<file path="config.mk">
export PLATFORM = sky130hd
export DESIGN_NAME = iirdec_ctrl
export DESIGN_NICKNAME = d
export VERILOG_FILES = /design/src/design/iirdec_pkg.sv /design/src/design/iirdec_ctrl.sv
export VERILOG_INCLUDE_DIRS = /design/src /design/src/design
export SDC_FILE = /design/constraint.sdc
export NUM_CORES = 1
export LEC_CHECK = 0
export ABC_AREA = 1
export BUFFER_PORTS_ARGS = -buffer_cell sky130_fd_sc_hd__clkbuf_2
export CAP_MARGIN = 30
export CORE_AREA = 2 2 39 41
export DETAILED_ROUTE_END_ITERATION = 10
export DIE_AREA = 0 0 41 43
export PLACE_DENSITY = 0.55
export SLEW_MARGIN = 20
export SYNTH_ARGS = -nofsm -noshare
export SYNTH_HDL_FRONTEND = slang
export SYNTH_SLANG_ARGS = --single-unit
</file>
<file path="constraint.sdc">
create_clock -name aclk -period 2.97 [get_ports aclk]
set_clock_uncertainty 0.1 [all_clocks]
set_input_delay 0.297 -clock aclk [delete_from_list [all_inputs] [get_ports aclk]]
set_output_delay 0.297 -clock aclk [all_outputs]
set_load 0.03 [all_outputs]
</file>
<file path="src/design/assert_macros.svh">
// Assertion helpers used by the RTL controller.
`ifndef ASSERT_MACROS_SVH
`define ASSERT_MACROS_SVH

// Same-cycle implication, disabled while reset is asserted.
`define ASSERT_IMPLIES(label, clk, rst_n, ante, cons, msg) \
    label: assert property (@(posedge clk) disable iff (!(rst_n)) (ante) |-> (cons)) \
        else $error(msg);

// Next-cycle implication, disabled while reset is asserted.
`define ASSERT_NEXT(label, clk, rst_n, ante, cons, msg) \
    label: assert property (@(posedge clk) disable iff (!(rst_n)) (ante) |=> (cons)) \
        else $error(msg);

`endif

</file>
<file path="src/design/iirdec_pkg.sv">
package iirdec_pkg;

    localparam int SAMPLE_W     = 32;
    localparam int COEF_W       = 20;
    localparam int PROD_W       = SAMPLE_W + COEF_W;
    localparam int ACC_W        = 64;
    localparam int COEF_IDX_W   = 10;
    localparam int TAPS_DEFAULT = 136;
    // Reciprocal divide stages: multiply, sum, multiply back, correct.
    localparam int DIV_STEPS    = 4;

    localparam logic signed [SAMPLE_W-1:0] SAT_MAX = {1'b0, {(SAMPLE_W-1){1'b1}}};
    localparam logic signed [SAMPLE_W-1:0] SAT_MIN = {1'b1, {(SAMPLE_W-1){1'b0}}};

    // Controller to datapath commands.
    typedef struct packed {
        logic load;      // write new sample, clear accumulator, rewind tap walk
        logic issue;     // read one tap from both histories
        logic div_init;  // take accumulator magnitude, check overflow
        logic div_step;  // advance the reciprocal divide by one stage
        logic finish;    // store and register the result, advance ring
    } idc_cmd_t;

    // Datapath to controller status.
    typedef struct packed {
        logic last_tap;
        logic pipe_busy;
    } idc_stat_t;

    // Feedforward coefficients, truncated toward zero.
    function automatic logic signed [COEF_W-1:0] ff_coef(input logic [COEF_IDX_W-1:0] idx);
        logic signed [COEF_W-1:0] c;
        unique case (idx)
            10'd0:   c = 20'sd372;
            10'd1:   c = -20'sd63;
            10'd2:   c = -20'sd198;
            10'd3:   c = -20'sd65;
            10'd4:   c = -20'sd7;
            10'd125: c = 20'sd2097;
            10'd126: c = 20'sd1595;
            10'd127: c = -20'sd3559;
            10'd128: c = -20'sd2849;
            10'd129: c = 20'sd1141;
            10'd130: c = 20'sd1230;
            10'd131: c = 20'sd331;
            10'd132: c = 20'sd33;
            default: c = '0;
        endcase
        return c;
    endfunction

    // Feedback coefficients, truncated toward zero; entry 0 is the divisor.
    function automatic logic signed [COEF_W-1:0] fb_coef(input logic [COEF_IDX_W-1:0] idx);
        logic signed [COEF_W-1:0] c;
        unique case (idx)
            10'd0:   c = 20'sd372107;
            10'd1:   c = -20'sd63816;
            10'd2:   c = -20'sd198153;
            10'd3:   c = -20'sd65034;
            10'd4:   c = -20'sd7169;
            10'd5:   c = -20'sd99;
            10'd6:   c = 20'sd15;
            10'd127: c = -20'sd93026;
            10'd128: c = -20'sd170099;
            10'd129: c = -20'sd11580;
            10'd130: c = 20'sd131289;
            10'd131: c = 20'sd83848;
            10'd132: c = 20'sd19868;
            10'd133: c = 20'sd1838;
            10'd134: c = 20'sd17;
            10'd135: c = -20'sd3;
            default: c = '0;
        endcase
        return c;
    endfunction

endpackage

</file>
<file path="src/design/iirdec_ctrl.sv">
`include "assert_macros.svh"

module iirdec_ctrl (
    input  logic                  aclk,
    input  logic                  aresetn,
    input  logic                  s_tvalid,
    output logic                  s_tready,
    output logic                  m_tvalid,
    input  logic                  m_tready,
    output iirdec_pkg::idc_cmd_t  cmd,
    input  iirdec_pkg::idc_stat_t stat
);
    import iirdec_pkg::*;

    localparam logic [2:0] S_IDLE  = 3'd0;
    localparam logic [2:0] S_MAC   = 3'd1;
    localparam logic [2:0] S_DRAIN = 3'd2;
    localparam logic [2:0] S_DIV   = 3'd3;
    localparam logic [2:0] S_DONE  = 3'd4;

    localparam int DCW = $clog2(DIV_STEPS);
    localparam logic [DCW-1:0] DIV_LAST = DCW'(DIV_STEPS - 1);

    logic [2:0]     state_reg, state_next;
    logic [DCW-1:0] div_cnt_reg, div_cnt_next;
    logic           m_tvalid_reg, m_tvalid_next;

    always_comb begin
        state_next    = state_reg;
        div_cnt_next  = div_cnt_reg;
        m_tvalid_next = m_tvalid_reg && !m_tready;
        cmd           = '0;
        unique case (state_reg)
            S_IDLE: begin
                if (s_tvalid) begin
                    cmd.load   = 1'b1;
                    state_next = S_MAC;
                end
            end
            S_MAC: begin
                cmd.issue = 1'b1;
                if (stat.last_tap) begin
                    state_next = S_DRAIN;
                end
            end
            S_DRAIN: begin
                if (!stat.pipe_busy) begin
                    cmd.div_init = 1'b1;
                    div_cnt_next = '0;
                    state_next   = S_DIV;
                end
            end
            S_DIV: begin
                cmd.div_step = 1'b1;
                div_cnt_next = div_cnt_reg + 1'b1;
                if (div_cnt_reg == DIV_LAST) begin
                    state_next = S_DONE;
                end
            end
            S_DONE: begin
                if (!m_tvalid_reg || m_tready) begin
                    cmd.finish    = 1'b1;
                    m_tvalid_next = 1'b1;
                    state_next    = S_IDLE;
                end
            end
            default: begin
                state_next = S_IDLE;
            end
        endcase
    end

    always_ff @(posedge aclk) begin
        if (!aresetn) begin
            state_reg    <= S_IDLE;
            div_cnt_reg  <= '0;
            m_tvalid_reg <= 1'b0;
        end else begin
            state_reg    <= state_next;
            div_cnt_reg  <= div_cnt_next;
            m_tvalid_reg <= m_tvalid_next;
        end
    end

    assign s_tready = (state_reg == S_IDLE);
    assign m_tvalid = m_tvalid_reg;

    `ASSERT_IMPLIES(a_load_pipe_idle, aclk, aresetn, cmd.load, !stat.pipe_busy, "load while tap pipeline busy")
    `ASSERT_IMPLIES(a_finish_slot_free, aclk, aresetn, cmd.finish, !m_tvalid_reg || m_tready, "result overwrites untaken transfer")
    `ASSERT_IMPLIES(a_pipe_in_mac, aclk, aresetn, stat.pipe_busy, (state_reg == S_MAC) || (state_reg == S_DRAIN), "tap pipeline active outside accumulation")
    `ASSERT_NEXT(a_finish_valid, aclk, aresetn, cmd.finish, m_tvalid_reg && (state_reg == S_IDLE), "finished result not presented")

endmodule

</file>
== Word level (Yosys, flattened, before mapping) ==
Cells that the tools add are included.
Widths: inputs -> output; s select.

* $add $sub $neg: 1
* Eq/ne operators: 10
* Multiplexer cells: 18
* Reduce and logical (&&, ||, !) cells: 8

{| class="wikitable"
|+ Operators with widths
! cell !! count
|-
| $mux 3 || 5
|-
| $pmux 3 s5 || 1
|-
| $mux 1 || 10
|-
| $ne 2x2->1 const B || 5
|-
| $eq 3x2->1 const B || 2
|-
| $reduce_and 5->1 || 1
|-
| $pmux 2 s2 || 1
|-
| $eq 3x1->1 const B || 1
|-
| $eq 3x3->1 const B || 1
|-
| $logic_not 3->1 || 1
|-
| $add 2x1->2 const B || 1
|-
| $eq 2x2->1 const B || 1
|-
| $logic_not 1->1 || 2
|-
| $mux 2 || 1
|-
| $reduce_and 2->1 || 1
|-
| $reduce_bool 2->1 || 1
|-
| $logic_and 1x1->1 || 1
|-
| $logic_or 1x1->1 || 1
|}

* Bits in registers: 6
* Input port bits: 6
* Word-level logic and storage cells: 40

== Logic depth before layout (Yosys ltp) ==
Gate-level depths: netlist of the first run.

* Depth after elaboration: 4
* Mapped depth: 8

== Least setup slack after synthesis of the first run ==
Ideal clock, no wire load.

* Path type: reg2reg
* From: register state_reg[2]
* To: register div_cnt_reg[1]
* Data arrival time: 1.267 ns
* Required time: 2.754 ns
* Setup slack: 1.487 ns
* Stages on the path, launching flop included: 7
* Clock period less this slack: 1.483 ns
* Path through: dfxtp_1 > nor2_2 > nand2_1 > nor2_1 > nor2_1 > nand2_1 > a21oi_1

* Cells in the longest elaborated chain, start to end: 3

{| class="wikitable"
|+ RTL lines
! what !! RTL line !! text
|-
| start: declaration || iirdec_ctrl.sv:24 || <nowiki>logic [2:0] state_reg, state_next;</nowiki>
|-
| start signal: assignment || iirdec_ctrl.sv:79 || <nowiki>state_reg <= state_next;</nowiki>
|-
| $eq 3x2->1 || iirdec_ctrl.sv:33 || <nowiki>unique case (state_reg)</nowiki>
|-
| $ne 2x2->1 (no source line) or $reduce_bool 2->1 (tied branches) || -- ||
|-
| $reduce_and 2->1 (no source line) || -- ||
|-
| end signal: assignment || iirdec_ctrl.sv:80 || <nowiki>div_cnt_reg <= div_cnt_next;</nowiki>
|-
| end: declaration || iirdec_ctrl.sv:25 || <nowiki>logic [DCW-1:0] div_cnt_reg, div_cnt_next;</nowiki>
|}

Several ways; a longest one is shown, not always the timed one.
A chain may end at the register's enable or synchronous reset.

==> results of run 1 <==
[cell type report]
class / count / area (sq um)
Fill cell: 158 / 910
Inverter: 11 / 41.3
Timing Repair Buffer: 12 / 60.1
Sequential cell: 6 / 120
Multi-Input combinational cell: 41 / 210
Tap cell: 16 / 20.0
Clock buffer: 3 / 22.5
[how the worst min path moves through the flow]
stage,startpoint,end,slack [ns]
after global routing,aresetn,state_reg[0],0.22
final,aresetn,state_reg[0],0.22
after detailed placement,div_cnt_reg[1],div_cnt_reg[1],0.36
after CTS,aresetn,state_reg[0],0.21
after floorplan,aresetn,state_reg[1],0.32
after global placement,div_cnt_reg[1],div_cnt_reg[1],0.35
[layout by cell type (no fill, tap or decap), types with 2 or more instances in the layout]
| master | n |
|---|---|
| nand2_1 | 12 |
| clkbuf_2 | 12 |
| nor2_1 | 11 |
| inv_1 | 10 |
| dfxtp_1 | 6 |
| nand3_1 | 4 |
| a21oi_1 | 3 |
| clkbuf_4 | 3 |
| nor2_4 | 2 |
| o21ai_0 | 2 |
[power groups by stage]
stage                     clock [W]  sequential, W  combinational, W
final                     0.0000765       0.000134          0.000290
after global routing      0.0000847       0.000138          0.000320
after CTS                 0.0000809       0.000135          0.000292
after detailed placement          0       0.000136          0.000292
after global placement            0       0.000135          0.000293
after floorplan                   0       0.000136          0.000227
[per-layer routing]
metal	up-vias	global-route usage, %
met2	8	12.8
met4	0	8.00
met3	0	3.66
met5	-	0
met1	163	11.3
li1	210	-
[worst register-to-register path: cells and delay by family, from the launching register on]
family | cells | cell delay (ns)
flip-flops | 1 | 0.46
AND/OR/NAND/NOR | 7 | 0.63
[per-stage QoR]
step | hold WS, ns | utilization, %
3_3_place_gp | 0.351 | 32.6
3_5_place_dp | 0.361 | 32.6
6_report | 0.216 | 34.3
4_1_cts | 0.207 | 34.3
2_1_floorplan | 0.317 | -
5_1_grt | 0.221 | 34.3
[cells by family after synthesis]
family | count (synthesis) | synth area share (%)
compound gates | 7 | 11.1
fa+ha+maj | 1 | 3.37
buf+inv | 11 | 11.1
flops | 6 | 32.3
simple gates | 33 | 42.1
==> run summary, run 1 <==
Ys flop type: dfxtp_1
Sw Ratio: 51.6%
Cell taking the most area after synthesis: dfxtp_1
Hold Path Class: input pin to register
Critical Path AT: 1.33 ns
DRC: 0
Clock transition at the registers of the reported paths: 0.05 ns
Avg Cell Area, Syn: 6.41 sq um
Startpoint types: register
Top fanout value on the critical path: 6
Synth-to-layout area growth: 27.6%
Routed wl met3: 36 microns
Syn Nets: 65
Share of the synthesized area in the top cell type: 32.3%
Family with the most delay on the worst path: simple AND/OR/NAND/NOR gates
Max Used Layer: met3
RR Startpoint: state_reg[2]
Pwr Total: 0.000501 W
Largest register FFs: 3
Setup TNS: 0 ns
Setup slack at placement: 1.50 ns
EDFF count, synth: 0
N_diodes: 0
Die ar.: 1760 sq um
Clock Latency Late Sink: 0.24 ns
Final setup fails: 0
Run status: finished, final reports clean
Die Y-Extent: 43 microns
Placed inst area: 452 sq um
Antenna-violating nets left: 0
RD Place Congestion: 0.731
Grt ovf: 0
Critical-path top delay cell: dfxtp_1
Critical path's largest stage delay: 0.37 ns
DP HPWL: 594 microns
Routed WL per cell: 8.56 microns
Core footprint: 1380 sq um
Asr flop ratio synth: 0%
Setup crit start: state_reg[2]
Clock Sinks: 6
Met2 wire length: 360 microns
Cell depth of the worst setup path: 4
P_leak: 0.255 nW
Seq pwr share: 26.8%
Ratio of cells with drive above 1 in the final layout: 30.1%
Worst reg2reg path endpoint: state_reg[1]
Max Cap Violations: 0
Internal power: 0.000243 W
P per Cell Area: 1060 nW/um^2
First-pass DRT Iterations: 4
Peak supply drop: 314 uV
Reg2reg path depth: 7
R2R Setup Slk: 1.67 ns
Commonest cells in the netlist: nand2_1, nor2_1, inv_1, dfxtp_1, nand3_1
TritonCTS Buffers: 3
Non-filler cells, final: 89
Worst Hold Depth: 3
Post-layout instance area: 474 sq um
RSZ-0062 raised after global routing: false
Gr usage total: 9.55%
Worst setup margin: 1.24 ns
Io pins: 13
Met1 wire length: 365 microns
# Post-CTS Setup Buffers: 0
Port bufs: 12
Mapped cell area: 372 sq um
CP endpoint: cmd[2]
Most frequent cell after synthesis: nand2_1
Worst Tran Pin Value: 0.255 ns
H-tree depth: 1
Critical path type: register to output pin
Crit path cell chain: nor2_2 -> nand2_1 -> nor2_1 -> clkbuf_2
Slew Viols, Final: 0
DR vias/cell: 4.28
Yosys Warn Count: 0
# resized after CTS: 0
Worst Path Buf+Inv: 1
Row count: 14
Nets: 82
F_max: 579 MHz
Sw Pwr: 0.000259 W
Max Root-Sink Buffers: 2
Req. time, crit path: 2.57 ns
Synth cell types: 16
Die X-Extent: 41 microns
CTS root buffer: clkbuf_4
Largest net degree at the start of global routing: 7
Logic pwr share: 58.0%
Hold Buf Count CTS: 0
Initial antenna violation count: 0
Max_slew headroom: 83.0%
#FFs+latches synth: 6
Initial Utilization: 26.9%
Setup crit end kind: output pin
Final cycle utilization of the critical path: 58.2%
Clock share of power: 15.3%
Instance count of the mapped netlist: 58
DR iter-0 viols: 6
CTS tree: built
Final hold violation count: 0
Detailed Route WL: 762 microns
Fin crit period: 1.73 ns
First-pass GRT wire length: 1100 microns
DP Cell Count: 86
Vias in the first global route: 293
Vias: 381
Area contributors post-synth: dfxtp_1, nand2_1, nor2_1, inv_1, nor2_4
Sequential area share after synthesis: 32.3%
(Power assumes the default switching activity.)
==> run 2: changes to the inputs <==
==> constraint.sdc (replaced) <==
create_clock -name aclk -period 1.63 [get_ports aclk]
set_clock_uncertainty 0.1 [all_clocks]
set_input_delay 0.163 -clock aclk [delete_from_list [all_inputs] [get_ports aclk]]
set_output_delay 0.163 -clock aclk [all_outputs]
set_load 0.03 [all_outputs]
==> run 2 against run 1 <==
Net effect: sequential share of layout area is 0.26 points lower; power is 84% higher; clock power is 82% higher; sequential cell count stayed put; wire length is 7.1% lower; die area stayed put; critical endpoint unchanged; largest cell class unchanged; highest routed layer is now met4.
==> run summary, run 2 (synthesized netlist as in run 1, its figures left out) <==
P per Cell Area: 1920 nW/um^2
First-pass GRT wire length: 1230 microns
N_diodes: 0
Fin crit period: 1.52 ns
Worst Hold Depth: 3
Clock Sinks: 6
Clock share of power: 15.0%
Sw Ratio: 51.4%
Vias: 380
Max Root-Sink Buffers: 2
CTS root buffer: clkbuf_4
Detailed Route WL: 708 microns
Largest register FFs: 3
Port bufs: 12
Most frequent cells in the layout: nand2_1, nor2_1, clkbuf_2, inv_1, dfxtp_1
Most common cell after layout, fill and taps aside: nand2_1
Ratio of cells with drive above 1 in the final layout: 30.1%
Synth-to-layout area growth: 29.0%
Gr usage total: 10.8%
Critical path's largest stage delay: 0.38 ns
DR vias/cell: 4.27
Worst Path Buf+Inv: 1
Worst Tran Pin Value: 0.296 ns
R2R Setup Slk: 0.34 ns
Initial Utilization: 26.9%
Vias in the first global route: 297
Internal power: 0.000448 W
Critical Path AT: 1.26 ns
RR Startpoint: state_reg[2]
CTS tree: built
Die Y-Extent: 43 microns
DRC: 0
Critical path type: register to output pin
Clock Latency Late Sink: 0.24 ns
Seq pwr share: 27.2%
Initial antenna violation count: 0
Slew Viols, Final: 0
DP Cell Count: 86
Reg2reg path depth: 7
Sw Pwr: 0.000474 W
Fill count: 150
Antenna-violating nets left: 0
P_leak: 0.258 nW
Nets: 82
Worst reg2reg path endpoint: state_reg[1]
Placed inst area: 452 sq um
Io pins: 13
Routed WL per cell: 7.96 microns
Core footprint: 1380 sq um
Max_slew headroom: 80.2%
Setup crit end kind: output pin
Clock transition at the registers of the reported paths: 0.05 ns
RSZ-0062 raised after global routing: false
Hold Crit Start: aresetn
Hold Buf Count CTS: 0
Non-filler cells, final: 89
H-tree depth: 1
RD Place Congestion: 0.721
F_max: 656 MHz
Final setup fails: 0
Final cycle utilization of the critical path: 93.5%
DR iter-0 viols: 9
Family with the most delay on the worst path: simple AND/OR/NAND/NOR gates
Critical-path top delay cell: dfxtp_1
First-pass DRT Iterations: 4
Run status: finished, final reports clean
Startpoint types: register
Peak supply drop: 484 uV
TritonCTS Buffers: 3
Setup TNS: 0 ns
Top fanout value on the critical path: 6
Hold EP: state_reg[0]
Final hold violation count: 0
Post-layout instance area: 479 sq um
Max Cap Violations: 0
Hold_ws: 0.0810 ns
Die X-Extent: 41 microns
Largest net degree at the start of global routing: 7
Crit path cell chain: nor2_4 -> nand2_1 -> nor2_1 -> buf_2
Die ar.: 1760 sq um
Grt ovf: 0
Logic pwr share: 57.8%
Req. time, crit path: 1.37 ns
DP HPWL: 571 microns
Row count: 14
Hold Path Class: input pin to register
==> run 2: cell type report <==
cell class              count  area, sq um  area share, %
inverters                  11         41.3           8.62
repair buffers             12         60.1           12.5
well taps                  16         20.0           4.18
clock buffers               3         22.5           4.70
flip-flops and latches      6          120           25.1
multi-input cells          41          215           44.9
==> run 2: power by group through the flow <==
stage | combinational, W | sequential [W] | clock [W]
after floorplan | 0.000414 | 0.000249 | 0
after global placement | 0.000533 | 0.000247 | 0
after detailed placement | 0.000529 | 0.000246 | 0
after CTS | 0.000530 | 0.000244 | 0.000146
after global routing | 0.000603 | 0.000261 | 0.000160
final | 0.000532 | 0.000251 | 0.000139
==> run 2: worst max-delay path by stage <==
stage	startpoint	end	slack, ns	cells past startpoint
2_1_floorplan	state_reg[2]	div_cnt_reg[1]	0.15	6
3_3_place_gp	state_reg[2]	cmd[2]	0.34	4
3_5_place_dp	state_reg[2]	cmd[2]	0.32	4
4_1_cts	state_reg[2]	cmd[2]	0.04	4
5_1_grt	state_reg[2]	cmd[2]	0.004	4
6_report	state_reg[2]	cmd[2]	0.11	4
==> run 2: through the flow <==
step | setup slack [ns] | total power [W] | util, %
after global routing | 0.00376 | 0.00102 | 34.6
after global placement | 0.337 | 0.000780 | 32.6
after detailed placement | 0.319 | 0.000775 | 32.6
after CTS | 0.0420 | 0.000920 | 34.3
final | 0.106 | 0.000922 | 34.6
after floorplan | 0.147 | 0.000663 | -
==> run 2: worst reg2reg max path: stages, from the launching register on <==
cell and delay, ns:
dfxtp_1 0.48, inv_1 0.08, nand3_1 0.14, o21ai_2 0.10, nor2_4 0.14, nand2_1 0.06, nand2_1 0.05, nor2_1 0.03
==> run 2: metal layers <==
layer	vias to the layer above	track usage [%]	wire, microns
li1	210	-	-
met1	155	14.5	358
met2	13	12.8	309
met3	2	3.14	32
met4	0	10.0	8
met5	-	0	0
==> run 2: what timing repair did <==
item	in CTS	in global routing
endpoints found under the setup margin	0	1
gates resized for setup	0	2
buffers inserted	0	0
